## src/rtl/core/ffla_pkg.sv

```systemverilog
// Shared types and constants for the FIFO free-list allocator.
// Holds the item structs, the opcodes and the controller/datapath links.
// No dependencies.
package ffla_pkg;

    // Width of the entry index fields on the item ports.
    localparam int unsigned IDX_FIELD_W = 6;

    // Request opcodes.
    localparam logic OP_ALLOC   = 1'b0;
    localparam logic OP_RELEASE = 1'b1;

    // One request item.
    typedef struct packed {
        logic                   opcode;
        logic [IDX_FIELD_W-1:0] release_index;
    } t_in_item;

    // One result item.
    typedef struct packed {
        logic [IDX_FIELD_W-1:0] granted_index;
        logic                   success;
    } t_out_item;

    // Commands from the controller to the datapath.
    typedef struct packed {
        logic init_en;  // write one entry of the clearing pass
        logic accept;   // take the request item and start its memory reads
        logic exec;     // apply the request and load the result register
        logic link_wr;  // hook the released entry behind the old tail
    } t_ffla_cmd;

    // Status from the datapath to the controller.
    typedef struct packed {
        logic init_last;  // clearing pass is at the last entry
        logic out_free;   // result register can take a new item this cycle
        logic need_link;  // valid release onto a non-empty list must be linked behind the tail
    } t_ffla_status;

endpackage

```

## src/rtl/core/ffla_ctrl.sv

```systemverilog
// Controller state machine of the FIFO free-list allocator.
// Sequences the clearing pass and the steps of each request.
// Depends on ffla_pkg.
module ffla_ctrl
    import ffla_pkg::*;
(
    input  logic         i_clk,
    input  logic         i_rst_n,
    input  logic         i_in_valid,
    output logic         o_in_ready,
    input  t_ffla_status i_status,
    output t_ffla_cmd    o_cmd
);

    localparam logic [1:0] S_INIT = 2'd0;
    localparam logic [1:0] S_IDLE = 2'd1;
    localparam logic [1:0] S_EXEC = 2'd2;
    localparam logic [1:0] S_LINK = 2'd3;

    logic [1:0] r_state;
    logic [1:0] n_state;

    // Next state and command decode.
    always_comb begin
        n_state = r_state;
        o_cmd   = '0;
        unique case (r_state)
            S_INIT: begin
                o_cmd.init_en = 1'b1;
                if (i_status.init_last) begin
                    n_state = S_IDLE;
                end
            end
            S_IDLE: begin
                if (i_in_valid) begin
                    o_cmd.accept = 1'b1;
                    n_state      = S_EXEC;
                end
            end
            S_EXEC: begin
                // The result can only be produced when the output register is free.
                if (i_status.out_free) begin
                    o_cmd.exec = 1'b1;
                    n_state    = i_status.need_link ? S_LINK : S_IDLE;
                end
            end
            S_LINK: begin
                o_cmd.link_wr = 1'b1;
                n_state       = S_IDLE;
            end
            default: begin
                n_state = S_INIT;
            end
        endcase
    end

    assign o_in_ready = (r_state == S_IDLE);

    // State register.
    always_ff @(posedge i_clk) begin
        if (!i_rst_n) begin
            r_state <= S_INIT;
        end else begin
            r_state <= n_state;
        end
    end

endmodule

```

## src/rtl/core/ffla_dp.sv

```systemverilog
// Datapath of the FIFO free-list allocator.
// Holds the link and in-use memories, head/tail pointers and the result register.
// Depends on ffla_pkg.
module ffla_dp
    import ffla_pkg::*;
#(
    parameter int NUM_ENTRIES = 64
) (
    input  logic         i_clk,
    input  logic         i_rst_n,
    input  t_ffla_cmd    i_cmd,
    input  t_in_item     i_in_item,
    output t_ffla_status o_status,
    output logic         o_out_valid,
    input  logic         i_out_ready,
    output t_out_item    o_out_item
);

    localparam int IW    = $clog2(NUM_ENTRIES);
    localparam int EXT_W = ((IW > int'(IDX_FIELD_W)) ? IW : int'(IDX_FIELD_W)) + 1;
    localparam logic [IW-1:0] LAST_IDX = IW'(NUM_ENTRIES - 1);

    // Free-list links and in-use flags, one entry per pool slot.
    logic [IW-1:0] r_link   [NUM_ENTRIES];
    logic          r_in_use [NUM_ENTRIES];

    logic [IW-1:0] r_init_cnt;
    logic [IW-1:0] r_head;
    logic [IW-1:0] r_tail;
    logic          r_empty;

    logic          r_op;
    logic [IW-1:0] r_rel_idx;
    logic          r_rel_in_range;
    logic [IW-1:0] r_link_rd;
    logic          r_use_rd;
    logic [IW-1:0] r_link_addr;

    logic          r_out_valid;
    t_out_item     r_out_item;

    logic [IW-1:0] rd_rel_idx;
    logic          rd_in_range;
    logic          alloc_ok;
    logic          rel_ok;
    logic          use_wr_en;
    logic [IW-1:0] use_wr_addr;
    logic          use_wr_data;
    logic [IW-1:0] init_link;

    // Request index as seen at the input port.
    assign rd_rel_idx  = IW'(i_in_item.release_index);
    assign rd_in_range = (EXT_W'(i_in_item.release_index) < EXT_W'(NUM_ENTRIES));

    // Outcome of the request held for execution.
    assign alloc_ok = (r_op == OP_ALLOC) && !r_empty;
    assign rel_ok   = (r_op == OP_RELEASE) && r_rel_in_range && r_use_rd;

    // Clearing pass chains every entry to the next; the last one links to zero.
    assign init_link = (r_init_cnt == LAST_IDX) ? '0 : r_init_cnt + IW'(1);

    // In-use memory write port: clearing pass, grant, or release.
    always_comb begin
        use_wr_en   = 1'b0;
        use_wr_addr = r_init_cnt;
        use_wr_data = 1'b0;
        priority if (i_cmd.init_en) begin
            use_wr_en = 1'b1;
        end else if (i_cmd.exec && alloc_ok) begin
            use_wr_en   = 1'b1;
            use_wr_addr = r_head;
            use_wr_data = 1'b1;
        end else if (i_cmd.exec && rel_ok) begin
            use_wr_en   = 1'b1;
            use_wr_addr = r_rel_idx;
        end else begin
            use_wr_en = 1'b0;
        end
    end

    // Memories: one write and one registered read each.
    // A released entry becomes the tail, whose link is never read before the
    // next release overwrites it, so only the old tail's link is written.
    always_ff @(posedge i_clk) begin
        if (use_wr_en) begin
            r_in_use[use_wr_addr] <= use_wr_data;
        end
        if (i_cmd.init_en) begin
            r_link[r_init_cnt] <= init_link;
        end else if (i_cmd.link_wr) begin
            r_link[r_link_addr] <= r_rel_idx;
        end
        if (i_cmd.accept) begin
            r_use_rd  <= rd_in_range ? r_in_use[rd_rel_idx] : 1'b0;
            r_link_rd <= r_link[r_head];
        end
    end

    // Request capture.
    always_ff @(posedge i_clk) begin
        if (i_cmd.accept) begin
            r_op           <= i_in_item.opcode;
            r_rel_idx      <= rd_rel_idx;
            r_rel_in_range <= rd_in_range;
        end
    end

    // Clearing pass counter.
    always_ff @(posedge i_clk) begin
        if (!i_rst_n) begin
            r_init_cnt <= '0;
        end else if (i_cmd.init_en) begin
            r_init_cnt <= r_init_cnt + IW'(1);
        end
    end

    // Head, tail and empty flag.
    always_ff @(posedge i_clk) begin
        if (!i_rst_n) begin
            r_head  <= '0;
            r_tail  <= LAST_IDX;
            r_empty <= 1'b0;
        end else if (i_cmd.exec) begin
            if (alloc_ok) begin
                if (r_head == r_tail) begin
                    r_empty <= 1'b1;
                end else begin
                    r_head <= r_link_rd;
                end
            end else if (rel_ok) begin
                r_tail <= r_rel_idx;
                if (r_empty) begin
                    r_head  <= r_rel_idx;
                    r_empty <= 1'b0;
                end
            end
        end
    end

    // Old tail address kept for the link write that follows.
    always_ff @(posedge i_clk) begin
        if (i_cmd.exec) begin
            r_link_addr <= r_tail;
        end
    end

    // Result register.
    always_ff @(posedge i_clk) begin
        if (!i_rst_n) begin
            r_out_valid <= 1'b0;
        end else if (i_cmd.exec) begin
            r_out_valid <= 1'b1;
        end else if (i_out_ready) begin
            r_out_valid <= 1'b0;
        end
    end

    always_ff @(posedge i_clk) begin
        if (i_cmd.exec) begin
            r_out_item.granted_index <= alloc_ok ? IDX_FIELD_W'(r_head) : '0;
            r_out_item.success       <= alloc_ok || rel_ok;
        end
    end

    assign o_out_valid = r_out_valid;
    assign o_out_item  = r_out_item;

    // Status back to the controller.
    assign o_status.init_last = (r_init_cnt == LAST_IDX);
    assign o_status.out_free  = !r_out_valid || i_out_ready;
    assign o_status.need_link = rel_ok && !r_empty;

endmodule

```

## src/rtl/core/fifo_free_list_allocator.sv

```systemverilog
// FIFO free-list allocator: pops entries from the head, appends releases at the tail.
// The item is captured on acceptance; the result register is loaded once the output is free.
// A new item is taken only after the current one is done; a release onto a non-empty list adds a link write.
// After reset a clearing pass over all NUM_ENTRIES entries builds the list; no item is taken then.
// Reset is synchronous and active low. Depends on ffla_pkg, ffla_ctrl and ffla_dp.
module fifo_free_list_allocator
    import ffla_pkg::*;
#(
    parameter int NUM_ENTRIES = 64
) (
    input  logic      i_clk,
    input  logic      i_rst_n,
    input  logic      i_in_valid,
    output logic      o_in_ready,
    input  t_in_item  i_in_item,
    output logic      o_out_valid,
    input  logic      i_out_ready,
    output t_out_item o_out_item
);

    t_ffla_cmd    w_cmd;
    t_ffla_status w_status;

    // Sequencer.
    ffla_ctrl u_ctrl (
        .i_clk      (i_clk),
        .i_rst_n    (i_rst_n),
        .i_in_valid (i_in_valid),
        .o_in_ready (o_in_ready),
        .i_status   (w_status),
        .o_cmd      (w_cmd)
    );

    // Pool storage and pointers.
    ffla_dp #(
        .NUM_ENTRIES (NUM_ENTRIES)
    ) u_dp (
        .i_clk       (i_clk),
        .i_rst_n     (i_rst_n),
        .i_cmd       (w_cmd),
        .i_in_item   (i_in_item),
        .o_status    (w_status),
        .o_out_valid (o_out_valid),
        .i_out_ready (i_out_ready),
        .o_out_item  (o_out_item)
    );

    // At most one datapath step is commanded in a cycle.
    a_one_cmd: assert property (@(posedge i_clk) disable iff (!i_rst_n)
        $onehot0({w_cmd.init_en, w_cmd.accept, w_cmd.exec, w_cmd.link_wr}))
        else $error("more than one datapath command at once");

    // An accepted item blocks the input until its work is done.
    a_busy_after_accept: assert property (@(posedge i_clk) disable iff (!i_rst_n)
        (i_in_valid && o_in_ready) |=> !o_in_ready)
        else $error("input taken again while an item is in work");

    // A new result only follows an executed item.
    a_out_from_exec: assert property (@(posedge i_clk) disable iff (!i_rst_n)
        $rose(o_out_valid) |-> $past(w_cmd.exec))
        else $error("result appeared without an executed item");

    // The tail link write always follows an accepted release step.
    a_link_after_exec: assert property (@(posedge i_clk) disable iff (!i_rst_n)
        w_cmd.link_wr |-> $past(w_cmd.exec))
        else $error("tail link written without a preceding release");

endmodule

```

## config.mk

```make
export PLATFORM = sky130hd
export DESIGN_NAME = fifo_free_list_allocator
export DESIGN_NICKNAME = d
export VERILOG_FILES = /design/src/rtl/core/ffla_pkg.sv /design/src/rtl/core/ffla_ctrl.sv /design/src/rtl/core/ffla_dp.sv /design/src/rtl/core/fifo_free_list_allocator.sv
export SDC_FILE = /design/constraint.sdc
export NUM_CORES = 1
export LEC_CHECK = 0
export BUFFER_PORTS_ARGS = -buffer_cell sky130_fd_sc_hd__buf_2
export CAP_MARGIN = 10
export CORE_MARGIN = 3
export CORE_UTILIZATION = 60
export CTS_CLUSTER_DIAMETER = 50
export DETAILED_ROUTE_END_ITERATION = 8
export PLACE_DENSITY = 0.77
export SLEW_MARGIN = 20
export SYNTH_ARGS = -nofsm -noshare
export SYNTH_HDL_FRONTEND = slang
export SYNTH_SLANG_ARGS = --single-unit
```

## constraint.sdc

```tcl
create_clock -name i_clk -period 13.7 [get_ports i_clk]
set_clock_uncertainty 0.2 [all_clocks]
set_input_delay 0 -clock i_clk [delete_from_list [all_inputs] [get_ports i_clk]]
set_output_delay 0 -clock i_clk [all_outputs]
set_load 0.01 [all_outputs]
```

# [Word level (Yosys, flattened, before mapping)]
# Memory sizes are Yosys's and may differ from the RTL's. A register that Yosys moved wholly into a read port is not among the register bits.
# Index checks and enable logic that the tools add are counted.
[op_classes] addsub=1 n_eq_ne=10 mux=39 bitwise=2 reduce_logical=18
[ops] cell="$mux 6" count=10
[ops] cell="$mux 1" count=24
[ops] cell="$reduce_and 3->1" count=3
[ops] cell="$mux 2" count=4
[ops] cell="$pmux 2 s4" count=1
[ops] cell="$add 6x1->6 const B" count=1
[ops] cell="$eq 6x6->1" count=1
[ops] cell="$eq 6x6->1 const B" count=1
[ops] cell="$ne 2x2->1 const B" count=3
[ops] cell="$reduce_bool 2->1" count=3
[ops] cell="$reduce_or 6->1" count=1
[ops] cell="$logic_and 1x1->1" count=5
[ops] cell="$eq 2x2->1 const B" count=2
[ops] cell="$ne 2x1->1 const B" count=2
[ops] cell="$reduce_and 4->1" count=1
[ops] cell="$eq 2x1->1 const B" count=1
[ops] cell="$logic_not 1->1" count=2
[ops] cell="$logic_not 2->1" count=1
[ops] cell="$logic_or 1x1->1" count=2
[ops] cell="$not 1->1" count=2
[word_totals] reg_bits=42 ramBits=448 input_bits=11 n_memories=2
[mem_list] memory="u_dp.r_link" depth=64 width=6 rd=1 rd_ports_with_merged_regs=1 wr=1 line_no="ffla_dp.sv:24" source="logic [IW-1:0] r_link [NUM_ENTRIES];"
[mem_list] memory="u_dp.r_in_use" depth=64 width=1 rd=1 rd_ports_with_merged_regs=1 wr=1 line_no="ffla_dp.sv:25" source="logic r_in_use [NUM_ENTRIES];"

# [Logic depth before layout (Yosys ltp)]
[logic_depth] word_depth=10 ltp_mapped=10

# [By module]
# Synthesis repeated with hierarchy kept, for this count alone.
[hier_totals] hier_cells=1176 hier_area_um2=20434.6
[modules_own_cells] mod="ffla_dp" instances=1 cells_per_inst=1154 area_per_inst_um2=20243.2 seq_area_each_um2=14664.1
[modules_own_cells] mod="ffla_ctrl" instances=1 cells_per_inst=22 area_per_inst_um2=191.4 seq_area_each_um2=40.0

# [Worst setup path after synthesis]
# Ideal clock, no wire load.
[synth_timing] path_kind="register to register" startpoint="register u_dp.r_init_cnt[0]" endpoint="memory u_dp.r_link[0][3] in the netlist's numbering (data pin)" setup_time_ns=0.702 arrival_ns=3.819 t_required_ns=12.798 setup_slack_ns=8.980 path_stages_with_launch=6 n_path_buf=0 cell_sequence="dfxtp_1 ha_1 and3_1 and3_1 or2_2 o21ai_0"
[synth_via] elab_chain_cells=3
[synth_rtl] item="start: declaration" line_no="ffla_dp.sv:27" source="logic [IW-1:0] r_init_cnt;"
[synth_rtl] item="start signal: assignment" line_no="ffla_dp.sv:113" source="r_init_cnt <= r_init_cnt + IW'(1);"
[synth_rtl] item="$add 6x1->6 / $eq 6x6->1 (equally long branches)" line_no="ffla_dp.sv:60" source="assign init_link = (r_init_cnt == LAST_IDX) ? '0 : r_init_cnt + IW'(1);"
[synth_rtl] item="$mux 6 (*)" line_no="ffla_dp.sv:60"
[synth_rtl] item="$mux 6 (no line) (*)"
[synth_rtl] item="end: declaration" line_no="ffla_dp.sv:24"
# Every way passes the cells marked *; elsewhere a longest branch is shown, timed or not.

==> metrics.md <==
| Metric | Value |
|---|---|
| Post-Syn Area | 20500 µm² |
| CTS tree | done |
| Area growth, synth to finish | 11.0% |
| CP arrival | 3.47 ns |
| Multiplexer share of the synthesized area | 13.9% |
| Core Util, Final | 67.8% |
| Power density cells | roughly 140 nW/µm² |
| Post-CTS Setup Repair Bufs | 0 |
| Crit end category | register |
| Design area | 22800 µm² |
| Total Die Area | 36500 µm² |
| Measured slew at the worst slew-check pin | 0.950 ns |
| Die Width | 191 µm |
| # fillers | 2103 |
| WP data required | 13.79 ns |
| Synth Area in XOR/XNOR | 0.597% |
| Critical-path maximum fanout | 41 |
| Unique cell type count in the Yosys netlist | 61 |
| Port bufs | 19 |
| Post-layout power | 3.30 mW |
| Initial DRT Pass Iterations | 6 |
| Detail Route Antenna Nets | 0 |
| Seq cells post-synth | 497 |
| Post-synth top area cell | edfxtp_1 |
| Post-synth ARST share | 0% |
| Post-synthesis sequential area ratio | 71.6% |
| Max Root-Sink Buffers | 3 |
| Vias per std cell | 6.59 |
| DR WL/cell | 26.2 µm |
| Synth Area in Adders | 0.366% |
| Commonest non-fill, non-tap cell in the layout | edfxtp_1 |
| Net count after synthesis | between 1000 and 1500 |
| Hold crit path type | input pin to register |
| RSZ-0062 raised after global routing | false |
| Clock Pin Slew Worst Setup and Hold Paths | approximately 0.060 ns |
| Max Clk Rate | roughly 300 MHz |
| CTS Sinks | 497 |
| Final Hold Vio Count | 0 |
| Total track usage | 25.1% |
| Setup TNS | 0 ns |
| Peak supply drop | 117 µV |
| Worst skew pair latency | 0.56 ns |
| Most frequent cells in the layout | edfxtp_1, mux4_2, nor2_1 |
| Final GP Congestion | between 0.9 and 1 |
| Largest family of logic cells by synthesized area | multiplexers |
| Yosys top cell area share | 69.5% |
| Detailed Place HPWL | about 27 mm |
| Cell row count | 67 |
| Final worst-path cycle share | 24.6% |
| Synth warn | 0 |
| LEAKAGE | 7.22 nW |
| WS Path Type | register to register |
| DP Area | 21000 µm² |
| Crit path launch type | register |
| DR vias | 11210 |
| H-tree depth | 2 |
| Top post-synthesis cells by area | edfxtp_1, mux4_2, dfxtp_1 |
| Largest net degree at the start of global routing | 65 |
| Die Span Y | 191 µm |
| Syn avg cell area | 17.4 µm² |
| Drc violations | 0 |
| Grt total ovfl | 0 |
| Rel. slew slack | 36.6% |
| Vias in the first global route | 11251 |
| CTS root buffer | clkbuf_16 |
| Simple-Gate Fraction of Synth Area | 7.45% |
| Ports | 20 |
| Initial Util | 61.1% |
| # setup viols final | 0 |
| First-pass GRT wire length | roughly 70 mm |
| Max-cap violations | 0 |
| Num CTS Buffers | 50 |
| Final #Nets | 1229 |
| Cells after Synth | around 1200 |
| Initial drt markers | 1352 |
| Min Tclk post-route | roughly 3.4 ns |
| Run status | finished, final reports clean |
| Core area | 33600 µm² |
| Diode count | 0 |
| Final Max Slew Viols | 0 |
| Initial antenna violation count | 0 |
| Layout cells sized above 1 | around a fifth |
| Top_reg_cell synth | edfxtp_1 |
| Post-synth EDFFs | 475 |
| Hold Slack | roughly 0.14 ns |
| Synth Area in Compound Gates | 4.21% |
| Post-Route WL | 44.5 mm |
==> critical path: stages (launching register included) <==
cell       delay (ns)
dfxtp_4          0.58
buf_4            0.71
mux4_2           0.59
a22oi_1          0.24
nand2_1          0.17
a21oi_1          0.43
o2bb2ai_1        0.13
==> sequential cells by signal, indices dropped and copies added, names as in the netlist <==
name,flops
u_dp.r_in_use,64
u_dp.r_link_addr,6
u_dp.r_empty,1
u_dp.o_out_item,7
u_dp.r_init_cnt,6
u_ctrl.r_state,2
u_dp.r_head,6
u_dp.r_use_rd,1
u_dp.o_out_valid,1
u_dp.r_op,1
u_dp.r_rel_idx,6
u_dp.r_tail,6
u_dp.r_link,384
u_dp.r_link_rd,6
==> synth_stat cells, drive strengths merged, types with 10 or more instances <==
library cell  number
and2              21
mux2i             31
a22oi             25
nor3              47
nand3             11
a21oi             17
buf               35
nand2             88
o21ai             15
mux4             111
dfxtp             22
nor2              99
edfxtp           475
o22ai             10
clkbuf            32
nor4              17
==> final timing paths <==
check                  from             endpoint  slack (ns)  cells after the start
max          u_dp.r_head[0]    u_dp.r_link_rd[4]       10.33                      6
min            i_in_item[4]    u_dp.r_rel_idx[4]        0.14                      2
max reg2reg  u_dp.r_head[0]    u_dp.r_link_rd[4]       10.33                      6
min reg2reg  u_dp.r_tail[5]  u_dp.r_link_addr[5]        0.30                      0
==> area by class of cell <==
cell class	instances	area [µm²]	area share, %
tap	448	561	2.46
multi-input combinational	604	5510	24.2
clock inverter	33	299	1.31
sequential	497	14700	64.6
inverter	9	33.8	0.148
clock buffer	60	1310	5.75
timing repair buffer	50	363	1.59
==> cell families (layout without fill, tap and decap cells) <==
| family | after synthesis | in the layout |
|---|---|---|
| AOI/OAI and AO/OA | 115 | 115 |
| xor gates and xnor gates | 14 | 14 |
| adders and majority gates | 6 | 6 |
| buffers and inverters | 76 | 152 |
| DFF | 497 | 497 |
| muxes | 145 | 145 |
| and+or+nand+nor | 324 | 324 |
==> routing by layer <==
metal | GRT usage, % | share of wire, % | vias to the layer above
met5 | 0 | 0 | -
met4 | 7.68 | 3.1 | 0
met3 | 3.92 | 7.9 | 105
met2 | 41.3 | 50 | 575
met1 | 35.5 | 39 | 5737
li1 | - | - | 4793
==> through the flow <==
| stage | worst slack, ns | cells |
|---|---|---|
| floorplan | 8.98 | 1177 |
| global placement | 10.36 | 1594 |
| detailed placement | 10.36 | 1594 |
| CTS | 10.34 | 1701 |
| global route | 10.14 | 1701 |
| finish | 10.33 | 1701 |
==> where the power goes <==
part	leakage, nW	internal (mW)	switching, mW
sequential	4.66	1.73	0.0147
combinational	1.77	0.0557	0.164
clock	0.788	0.764	0.566
total	7.22	2.55	0.745
==> what timing repair did <==
| item | in CTS | in global routing |
|---|---|---|
| gates resized for setup | 0 | 0 |
| endpoints found under the hold margin | 43 | 0 |
| hold buffers | 14 | 0 |
Power figures use the tool's default switching activity.
